**src/rtl/dedf_pkg.sv**
```systemverilog
`default_nettype none

package dedf_pkg;

    // Register indexes of the configuration port.
    localparam logic [1:0] REG_DELIMITER    = 2'd0;
    localparam logic [1:0] REG_ESCAPE       = 2'd1;
    localparam logic [1:0] REG_CHECK_ENABLE = 2'd2;

    localparam logic [7:0] DELIMITER_RESET = 8'd16;
    localparam logic [7:0] ESCAPE_RESET    = 8'd27;

    localparam logic [7:0] BIT5_MASK = 8'h20;

    // Default depth of the token queue between the front and the back.
    localparam int TOKEN_QUEUE_DEPTH = 4;

    typedef enum logic [1:0] {
        MODE_IDLE,
        MODE_FRAME,
        MODE_HUNT,
        MODE_HUNT_DELIM
    } t_link_mode;

    typedef enum logic {
        TOK_DATA,
        TOK_CLOSE
    } t_tok_kind;

    // One classified word handed from the front to the back.
    typedef struct packed {
        t_tok_kind  kind;
        logic [7:0] data;
    } t_token;

    // Configuration seen by the front.
    typedef struct packed {
        logic [7:0] delimiter;
        logic [7:0] escape;
    } t_front_cfg;

endpackage

`default_nettype wire

```
**src/rtl/dedf_front.sv**
```systemverilog
`default_nettype none

module dedf_front (
    input  wire                 i_clk,
    input  wire                 i_rst_n,
    input  wire                 i_valid,
    input  wire                 i_ready,
    input  wire  [7:0]          i_rx_byte,
    input  dedf_pkg::t_front_cfg i_cfg,
    output logic                o_push,
    output dedf_pkg::t_token    o_token
);

    dedf_pkg::t_link_mode r_mode, n_mode;
    logic                 r_esc_pending, n_esc_pending;
    logic                 w_accept;
    logic                 w_is_delim;
    logic                 w_is_escape;

    assign w_accept    = i_valid && i_ready;
    assign w_is_delim  = (i_rx_byte == i_cfg.delimiter);
    assign w_is_escape = (i_rx_byte == i_cfg.escape);

    always_ff @(posedge i_clk) begin
        if (!i_rst_n) begin
            r_mode        <= dedf_pkg::MODE_IDLE;
            r_esc_pending <= 1'b0;
        end else begin
            r_mode        <= n_mode;
            r_esc_pending <= n_esc_pending;
        end
    end

    always_comb begin
        n_mode        = r_mode;
        n_esc_pending = r_esc_pending;
        o_push        = 1'b0;
        o_token.kind  = dedf_pkg::TOK_DATA;
        o_token.data  = r_esc_pending ? (i_rx_byte ^ dedf_pkg::BIT5_MASK) : i_rx_byte;
        if (w_accept) begin
            unique case (r_mode)
                dedf_pkg::MODE_IDLE, dedf_pkg::MODE_HUNT_DELIM: begin
                    n_esc_pending = 1'b0;
                    n_mode = w_is_delim ? dedf_pkg::MODE_FRAME : dedf_pkg::MODE_HUNT;
                end
                dedf_pkg::MODE_HUNT: begin
                    n_mode = w_is_delim ? dedf_pkg::MODE_HUNT_DELIM : dedf_pkg::MODE_HUNT;
                end
                dedf_pkg::MODE_FRAME: begin
                    if (w_is_delim) begin
                        // A pending escape before the closing delimiter is dropped.
                        o_push        = 1'b1;
                        o_token.kind  = dedf_pkg::TOK_CLOSE;
                        n_esc_pending = 1'b0;
                        n_mode        = dedf_pkg::MODE_IDLE;
                    end else if (!r_esc_pending && w_is_escape) begin
                        n_esc_pending = 1'b1;
                    end else begin
                        o_push        = 1'b1;
                        n_esc_pending = 1'b0;
                    end
                end
                default: begin
                    n_mode = dedf_pkg::MODE_IDLE;
                end
            endcase
        end
    end

endmodule

`default_nettype wire

```
**src/rtl/dedf_queue.sv**
```systemverilog
`default_nettype none

module dedf_queue #(
    parameter int DEPTH = dedf_pkg::TOKEN_QUEUE_DEPTH
) (
    input  wire              i_clk,
    input  wire              i_rst_n,
    input  wire              i_push,
    input  dedf_pkg::t_token i_token,
    input  wire              i_pop,
    output logic             o_full,
    output logic             o_empty,
    output dedf_pkg::t_token o_token
);

    localparam int PTR_W = (DEPTH > 1) ? $clog2(DEPTH) : 1;
    localparam int CNT_W = $clog2(DEPTH + 1);

    dedf_pkg::t_token r_slot [DEPTH];
    logic [PTR_W-1:0] r_wr_ptr, n_wr_ptr;
    logic [PTR_W-1:0] r_rd_ptr, n_rd_ptr;
    logic [CNT_W-1:0] r_count, n_count;
    logic             w_do_push;
    logic             w_do_pop;

    assign o_full    = (r_count == CNT_W'(DEPTH));
    assign o_empty   = (r_count == '0);
    assign o_token   = r_slot[r_rd_ptr];
    assign w_do_push = i_push && !o_full;
    assign w_do_pop  = i_pop && !o_empty;

    always_comb begin
        n_wr_ptr = r_wr_ptr;
        n_rd_ptr = r_rd_ptr;
        n_count  = r_count;
        if (w_do_push) begin
            n_wr_ptr = (r_wr_ptr == PTR_W'(DEPTH - 1)) ? '0 : r_wr_ptr + 1'b1;
        end
        if (w_do_pop) begin
            n_rd_ptr = (r_rd_ptr == PTR_W'(DEPTH - 1)) ? '0 : r_rd_ptr + 1'b1;
        end
        if (w_do_push && !w_do_pop) begin
            n_count = r_count + 1'b1;
        end else if (w_do_pop && !w_do_push) begin
            n_count = r_count - 1'b1;
        end
    end

    always_ff @(posedge i_clk) begin
        if (!i_rst_n) begin
            r_wr_ptr <= '0;
            r_rd_ptr <= '0;
            r_count  <= '0;
        end else begin
            r_wr_ptr <= n_wr_ptr;
            r_rd_ptr <= n_rd_ptr;
            r_count  <= n_count;
        end
    end

    always_ff @(posedge i_clk) begin
        if (w_do_push) begin
            r_slot[r_wr_ptr] <= i_token;
        end
    end

endmodule

`default_nettype wire

```
**src/rtl/dedf_back.sv**
```systemverilog
`default_nettype none

module dedf_back (
    input  wire              i_clk,
    input  wire              i_rst_n,
    input  wire              i_check_enable,
    input  wire              i_tok_avail,
    input  dedf_pkg::t_token i_token,
    output logic             o_pop,
    output logic             o_valid,
    input  wire              i_ready,
    output logic [7:0]       o_data_byte,
    output logic             o_last,
    output logic             o_empty_frame,
    output logic             o_check_ok,
    output logic [31:0]      o_good_frames
);

    logic        r_valid, n_valid;
    logic [7:0]  r_data, n_data;
    logic        r_last, n_last;
    logic        r_empty, n_empty;
    logic        r_ok, n_ok;
    logic [31:0] r_good_count, n_good_count;
    logic [7:0]  r_held, n_held;
    logic        r_held_valid, n_held_valid;
    logic [7:0]  r_sum, n_sum;
    logic        w_match;

    // A token is popped whenever the output register is free or being drained.
    assign o_pop   = i_tok_avail && (!r_valid || i_ready);
    assign w_match = i_check_enable && (r_sum == r_held);

    always_comb begin
        n_valid      = r_valid && !i_ready;
        n_data       = r_data;
        n_last       = r_last;
        n_empty      = r_empty;
        n_ok         = r_ok;
        n_good_count = r_good_count;
        n_held       = r_held;
        n_held_valid = r_held_valid;
        n_sum        = r_sum;
        if (o_pop) begin
            case (i_token.kind)
                dedf_pkg::TOK_CLOSE: begin
                    n_valid      = 1'b1;
                    n_last       = 1'b1;
                    n_data       = r_held_valid ? r_held : 8'd0;
                    n_empty      = !r_held_valid;
                    n_ok         = r_held_valid && w_match;
                    if (r_held_valid && w_match) begin
                        n_good_count = r_good_count + 32'd1;
                    end
                    n_held       = 8'd0;
                    n_held_valid = 1'b0;
                    n_sum        = 8'd0;
                end
                default: begin
                    if (r_held_valid) begin
                        n_valid = 1'b1;
                        n_data  = r_held;
                        n_last  = 1'b0;
                        n_empty = 1'b0;
                        n_ok    = 1'b0;
                        n_sum   = r_sum + r_held;
                    end
                    n_held       = i_token.data;
                    n_held_valid = 1'b1;
                end
            endcase
        end
    end

    always_ff @(posedge i_clk) begin
        if (!i_rst_n) begin
            r_valid      <= 1'b0;
            r_good_count <= 32'd0;
            r_held       <= 8'd0;
            r_held_valid <= 1'b0;
            r_sum        <= 8'd0;
        end else begin
            r_valid      <= n_valid;
            r_good_count <= n_good_count;
            r_held       <= n_held;
            r_held_valid <= n_held_valid;
            r_sum        <= n_sum;
        end
    end

    always_ff @(posedge i_clk) begin
        r_data  <= n_data;
        r_last  <= n_last;
        r_empty <= n_empty;
        r_ok    <= n_ok;
    end

    assign o_valid       = r_valid;
    assign o_data_byte   = r_data;
    assign o_last        = r_last;
    assign o_empty_frame = r_empty;
    assign o_check_ok    = r_ok;
    assign o_good_frames = r_good_count;

`ifndef SYNTHESIS
    a_empty_is_last_zero: assert property (@(posedge i_clk) disable iff (!i_rst_n)
        (r_valid && r_empty) |-> (r_last && !r_ok && (r_data == 8'd0)))
        else $error("empty frame word is malformed");

    a_ok_only_on_last: assert property (@(posedge i_clk) disable iff (!i_rst_n)
        (r_valid && r_ok) |-> r_last)
        else $error("checksum flag on a word that is not last");

    a_close_clears_frame: assert property (@(posedge i_clk) disable iff (!i_rst_n)
        (o_pop && (i_token.kind == dedf_pkg::TOK_CLOSE))
        |=> (!r_held_valid && (r_sum == 8'd0)))
        else $error("frame state not cleared after close");

    a_count_moves_on_ok: assert property (@(posedge i_clk) disable iff (!i_rst_n)
        (o_pop && !(i_token.kind == dedf_pkg::TOK_CLOSE)) |=> $stable(r_good_count))
        else $error("good frame count changed on a data word");
`endif

endmodule

`default_nettype wire

```
**src/rtl/byte_stuffed_frame_deframer_top.sv**
```systemverilog
// Byte-stuffed frame deframer with an additive checksum.
//
// Received bytes enter on the slave stream, one word per byte. The front
// classifies each byte against the delimiter and escape registers and queues
// decoded payload bytes and frame closes; the back holds each decoded byte
// until the next one (or the close) arrives, keeps the running 8-bit sum and
// the good-frame count, and drives the master stream.
// The master word carries the decoded byte and the good-frame count in tdata,
// the last flag in tlast, and the empty-frame and checksum flags in tuser.
// Throughput is one byte per cycle while the token queue has room. A payload
// byte is given out after the byte that follows it (or the closing delimiter)
// is accepted: that token enters the queue, and when it is popped (nothing
// older queued, output free or draining) the held byte moves to the output.
// When the receiver stalls, the output register holds its word, the token queue
// (four words by default) fills, then tready drops until a word is taken.
// Reset (synchronous, active low) loads the delimiter 16, escape 27 and
// checking off, clears the frame state and the good-frame count, and empties
// the queue. Configuration writes take effect at the next clock edge; the user
// makes them while the block is idle, which the block itself does not enforce.
`default_nettype none

module byte_stuffed_frame_deframer_top #(
    parameter int QUEUE_DEPTH = dedf_pkg::TOKEN_QUEUE_DEPTH
) (
    input  wire         i_clk,
    input  wire         i_rst_n,
    // Configuration write port.
    input  wire         i_cfg_we,
    input  wire  [1:0]  i_cfg_idx,
    input  wire  [7:0]  i_cfg_data,
    // Received bytes.
    input  wire         i_s_axis_tvalid,
    output logic        o_s_axis_tready,
    input  wire  [7:0]  i_s_axis_tdata,   // [7:0] rx_byte
    // Decoded words.
    output logic        o_m_axis_tvalid,
    input  wire         i_m_axis_tready,
    output logic [39:0] o_m_axis_tdata,   // [7:0] data_byte, [39:8] good_frames
    output logic        o_m_axis_tlast,
    output logic [1:0]  o_m_axis_tuser    // [0] empty_frame, [1] check_ok
);

    logic [7:0]           r_delimiter;
    logic [7:0]           r_escape;
    logic                 r_check_enable;
    dedf_pkg::t_front_cfg w_front_cfg;
    logic                 w_push;
    dedf_pkg::t_token     w_push_token;
    logic                 w_full;
    logic                 w_empty;
    logic                 w_pop;
    dedf_pkg::t_token     w_head_token;
    logic [7:0]           w_data_byte;
    logic [31:0]          w_good_frames;
    logic                 w_empty_frame;
    logic                 w_check_ok;

    // Configuration registers; an index past the last register is ignored.
    always_ff @(posedge i_clk) begin
        if (!i_rst_n) begin
            r_delimiter    <= dedf_pkg::DELIMITER_RESET;
            r_escape       <= dedf_pkg::ESCAPE_RESET;
            r_check_enable <= 1'b0;
        end else if (i_cfg_we) begin
            unique case (i_cfg_idx)
                dedf_pkg::REG_DELIMITER:    r_delimiter    <= i_cfg_data;
                dedf_pkg::REG_ESCAPE:       r_escape       <= i_cfg_data;
                dedf_pkg::REG_CHECK_ENABLE: r_check_enable <= i_cfg_data[0];
                default: begin
                end
            endcase
        end
    end

    assign w_front_cfg.delimiter = r_delimiter;
    assign w_front_cfg.escape    = r_escape;

    // The front only pushes when the queue has room, so ready is simply not full.
    assign o_s_axis_tready = !w_full;

    dedf_front u_front (
        .i_clk     (i_clk),
        .i_rst_n   (i_rst_n),
        .i_valid   (i_s_axis_tvalid),
        .i_ready   (o_s_axis_tready),
        .i_rx_byte (i_s_axis_tdata),
        .i_cfg     (w_front_cfg),
        .o_push    (w_push),
        .o_token   (w_push_token)
    );

    dedf_queue #(
        .DEPTH (QUEUE_DEPTH)
    ) u_queue (
        .i_clk   (i_clk),
        .i_rst_n (i_rst_n),
        .i_push  (w_push),
        .i_token (w_push_token),
        .i_pop   (w_pop),
        .o_full  (w_full),
        .o_empty (w_empty),
        .o_token (w_head_token)
    );

    dedf_back u_back (
        .i_clk          (i_clk),
        .i_rst_n        (i_rst_n),
        .i_check_enable (r_check_enable),
        .i_tok_avail    (!w_empty),
        .i_token        (w_head_token),
        .o_pop          (w_pop),
        .o_valid        (o_m_axis_tvalid),
        .i_ready        (i_m_axis_tready),
        .o_data_byte    (w_data_byte),
        .o_last         (o_m_axis_tlast),
        .o_empty_frame  (w_empty_frame),
        .o_check_ok     (w_check_ok),
        .o_good_frames  (w_good_frames)
    );

    assign o_m_axis_tdata = {w_good_frames, w_data_byte};
    assign o_m_axis_tuser = {w_check_ok, w_empty_frame};

endmodule

`default_nettype wire
```
**config.mk**
```make
export PLATFORM = sky130hd
export DESIGN_NAME = byte_stuffed_frame_deframer_top
export DESIGN_NICKNAME = d
export VERILOG_FILES = /design/src/rtl/dedf_pkg.sv /design/src/rtl/dedf_front.sv /design/src/rtl/dedf_queue.sv /design/src/rtl/dedf_back.sv /design/src/rtl/byte_stuffed_frame_deframer_top.sv
export SDC_FILE = /design/constraint.sdc
export NUM_CORES = 1
export LEC_CHECK = 0
export BUFFER_PORTS_ARGS = -buffer_cell sky130_fd_sc_hd__buf_2
export CORE_ASPECT_RATIO = 1.75
export CORE_MARGIN = 1.5
export CORE_UTILIZATION = 60
export DETAILED_ROUTE_END_ITERATION = 12
export PLACE_DENSITY_LB_ADDON = 0.3
export SLEW_MARGIN = 20
export SYNTH_ARGS = -nofsm -noshare
export SYNTH_HDL_FRONTEND = slang
export SYNTH_SLANG_ARGS = --single-unit
```
**constraint.sdc**
```tcl
create_clock -name i_clk -period 4.2 [get_ports i_clk]
set_input_delay 0.42 -clock i_clk [delete_from_list [all_inputs] [get_ports i_clk]]
set_output_delay 0.42 -clock i_clk [all_outputs]
set_load 0.01 [all_outputs]
```
==> impl_metrics.env <==
export IMPL_die_h_um=133
export IMPL_mostFrequentLayoutCells="dfxtp_1 (79), buf_2 (67), a21oi_1 (48)"
export IMPL_hold_path_class="input pin to flop"
export IMPL_finalHoldViolations=0
export IMPL_relSlewSlack=0.419
export IMPL_syn_avg_cell_area_um2=10.7
export IMPL_synthesis_nets=580
export IMPL_tightest_slew_ns=0.870
export IMPL_syn_to_final_growth_pct=18.5
export IMPL_cts_num_sinks=126
export IMPL_synthArstFlopShare=0
export IMPL_slew_viol_final=0
export IMPL_cts_tree="yes"
export IMPL_powerDensity_mw_per_mm2=598
export IMPL_antenna_cells=0
export IMPL_r2r_start="r_delimiter[2]$_SDFFE_PN0P_"
export IMPL_pre_cts_slack_ns=0.878
export IMPL_routed_via_density=6.01
export IMPL_drt_pass1_iter_count=5
export IMPL_max_freq_mhz=314
export IMPL_cp_arrival_ns=3.51
export IMPL_finClkSkew_ns=0.00795
export IMPL_dpl_cell_count=709
export IMPL_grt_overflow=0
export IMPL_worstReg2RegEnd="u_queue.r_count[2]$_SDFFE_PN0P_"
export IMPL_max_cap_violations=0
export IMPL_floorplan_rows=47
export IMPL_yosys_warnings=0
export IMPL_totalWireLength_mm=12.9
export IMPL_drtIter0Drc=218
export IMPL_grt_pass1_vias=4427
export IMPL_cp_slowest_cell="nor4_1"
export IMPL_slowest_delay_ns=0.55
export IMPL_cp_end_kind="flop"
export IMPL_status="completed"
export IMPL_clk_path_buf_depth=2
export IMPL_fin_crit_sh=0.759
export IMPL_netlist_area_mm2=0.00576
export IMPL_synth_flop_cell="dfxtp_1"
export IMPL_core_mm2=0.00941
export IMPL_gp_congestion=0.878
export IMPL_ff2ff_setup_slack_ns=1.01
export IMPL_period_minus_slack_ns=3.19
export IMPL_htree_levels=4
export IMPL_drive_gt1_frac=0.192
export IMPL_hold_slack_ns=0.232
export IMPL_grt_pass1_wl_mm=21.0
export IMPL_dpl_hpwl_mm=8.98
export IMPL_fin_ws_ns=1.01
export IMPL_seq_area_frac_synth=0.520
export IMPL_worst_ep_required_time_ns=4.52
export IMPL_final_setup_viol_count=0
export IMPL_hold_path_end="r_delimiter[4]$_SDFFE_PN1P_"
export IMPL_wl_per_cell_um=17.5
export IMPL_reg2reg_depth=10
export IMPL_synth_area_leader_cell="dfxtp_1"
export IMPL_fin_cells=741
export IMPL_p_leak_nw=2.64
export IMPL_hold_start="i_cfg_data[4]"
export IMPL_syn_instance_count=539
export IMPL_antenna_found_initial=0
export IMPL_clk_latency_ns=0.42
export IMPL_synth_area_leaders="dfxtp_1 (27%), edfxtp_1 (25%), a21oi_1 (4.2%)"
export IMPL_ys_types=57
export IMPL_die_area_mm2=0.0102
export IMPL_via_count=4450
export IMPL_root_buffer="clkbuf_16"
export IMPL_nets=647
export IMPL_crit_type="flop to flop"
export IMPL_rsz0062_at_grt="false"
export IMPL_cp_max_fo=7
export IMPL_peakVddDrop_mv=0.460
export IMPL_grt_max_degree=64
export IMPL_crit_path_start_kind="flop"
export IMPL_crit_chain="xor2_1 > nor4_1 > nand2_1 > a21oi_1 > ha_1 > inv_1 > fa_1 > xor2_1 > or3_1 > a21oi_1"
export IMPL_drtAntennaViolNets=0
export IMPL_netlist_area_leader_share=0.275
export IMPL_min_path_cells=3
export IMPL_final_area_mm2=0.00682
export IMPL_post_cts_setup_buffers=0
export IMPL_finalSetupTns_ns=0
export IMPL_clk_pin_slew_ns=0.06
export IMPL_dpl_cell_area_mm2=0.00616
export IMPL_die_w_um=77.1
export IMPL_drc=0
export IMPL_final_common_cell="dfxtp_1"
export IMPL_grt_usage=0.267
export IMPL_io_pins=68
export IMPL_post_cts_resized=0
export IMPL_start_util=0.612
export IMPL_cts_buffers=17
export IMPL_postCtsHoldBufs=0
export IMPL_synth_edf_count=47
export IMPL_ys_ff_latch=126
export IMPL_port_buffers=67
==> how the worst max path moves through the flow <==
stage,from,endpoint,slack [ns],cells past startpoint
3_3_place_gp,i_s_axis_tdata[2],u_queue.r_count[2]$_SDFFE_PN0P_,0.94,11
2_1_floorplan,i_s_axis_tdata[7],u_queue.r_count[2]$_SDFFE_PN0P_,1.47,10
6_report,r_delimiter[2]$_SDFFE_PN0P_,u_queue.r_count[2]$_SDFFE_PN0P_,1.01,10
3_5_place_dp,i_s_axis_tdata[3],u_queue.r_count[2]$_SDFFE_PN0P_,0.88,11
4_1_cts,r_delimiter[2]$_SDFFE_PN0P_,u_queue.r_count[2]$_SDFFE_PN0P_,1.04,10
5_1_grt,r_delimiter[3]$_SDFFE_PN0P_,u_queue.r_count[2]$_SDFFE_PN0P_,0.79,10
==> where the power goes <==
part | switching (W) | leakage [nW] | total (W) | internal, W
clock network | 0.000520 | 0.325 | 0.00161 | 0.00109
logic | 0.000537 | 1.24 | 0.000900 | 0.000363
registers | 0.000134 | 1.08 | 0.00157 | 0.00144
==> cell families after synthesis <==
| group | Yosys count | share of synthesized area |
|---|---|---|
| AO/OA/AOI/OAI | 107 | 0.114 |
| XOR/XNOR | 24 | 0.0365 |
| adder cells (fa/ha/maj) | 18 | 0.0417 |
| buffers and inverters | 43 | 0.0348 |
| flip-flops | 126 | 0.520 |
| multiplexers | 32 | 0.0739 |
| AND/OR/NAND/NOR | 189 | 0.179 |
==> stage by stage <==
| step | util | total power [W] |
|---|---|---|
| finish | 0.725 | 0.00408 |
| global route | 0.725 | 0.00425 |
| CTS | 0.725 | 0.00409 |
| detailed placement | 0.654 | 0.00248 |
| global placement | 0.654 | 0.00244 |
| floorplan | - | 0.00223 |
==> layout make-up <==
type,instances,area (µm²)
clock inverters,7,118
clock buffers,25,549
well taps,122,153
flip-flops and latches,126,2990
inverters,22,96.3
repair buffers,69,350
multi-input cells,370,2560
fillers,691,2580
==> layer usage <==
layer,GRT usage,vias to the layer above,routed length [µm]
li1,-,2134,-
met1,0.254,2134,4610
met2,0.508,140,7270
met3,0.0669,42,484
met4,0.147,0,587
met5,0,-,0
==> state kept, by name (all words and copies together) (netlist names), 3 cells and up, named ones only <==
register,count
u_queue.r_slot,36
u_back.o_good_frames,32
r_delimiter,8
r_escape,8
u_back.o_data_byte,8
u_back.r_held,8
u_back.r_sum,8
u_queue.r_count,3
==> critical path, delay by kind of cell (launching register included) <==
| family | cells | cell delay, ns |
|---|---|---|
| compound gates | 2 | 0.62 |
| xor+xnor | 2 | 0.36 |
| fa+ha+maj | 2 | 0.67 |
| buf+inv | 1 | 0.06 |
| flops | 1 | 0.33 |
| simple gates | 3 | 1.06 |
==> synth_stat cells (all sizes together), types with 8 or more instances <==
cell type  instances
dfxtp             79
a21oi             48
edfxtp            47
nand2             42
nor2              31
nand3             24
mux2i             23
o21ai             21
inv               20
or3               17
ha                16
and2              14
nand4             14
xor2              13
clkbuf            12
o31ai             12
or4               12
xnor2             11
buf                9
mux4               8
Power figures use the tool's default switching activity.
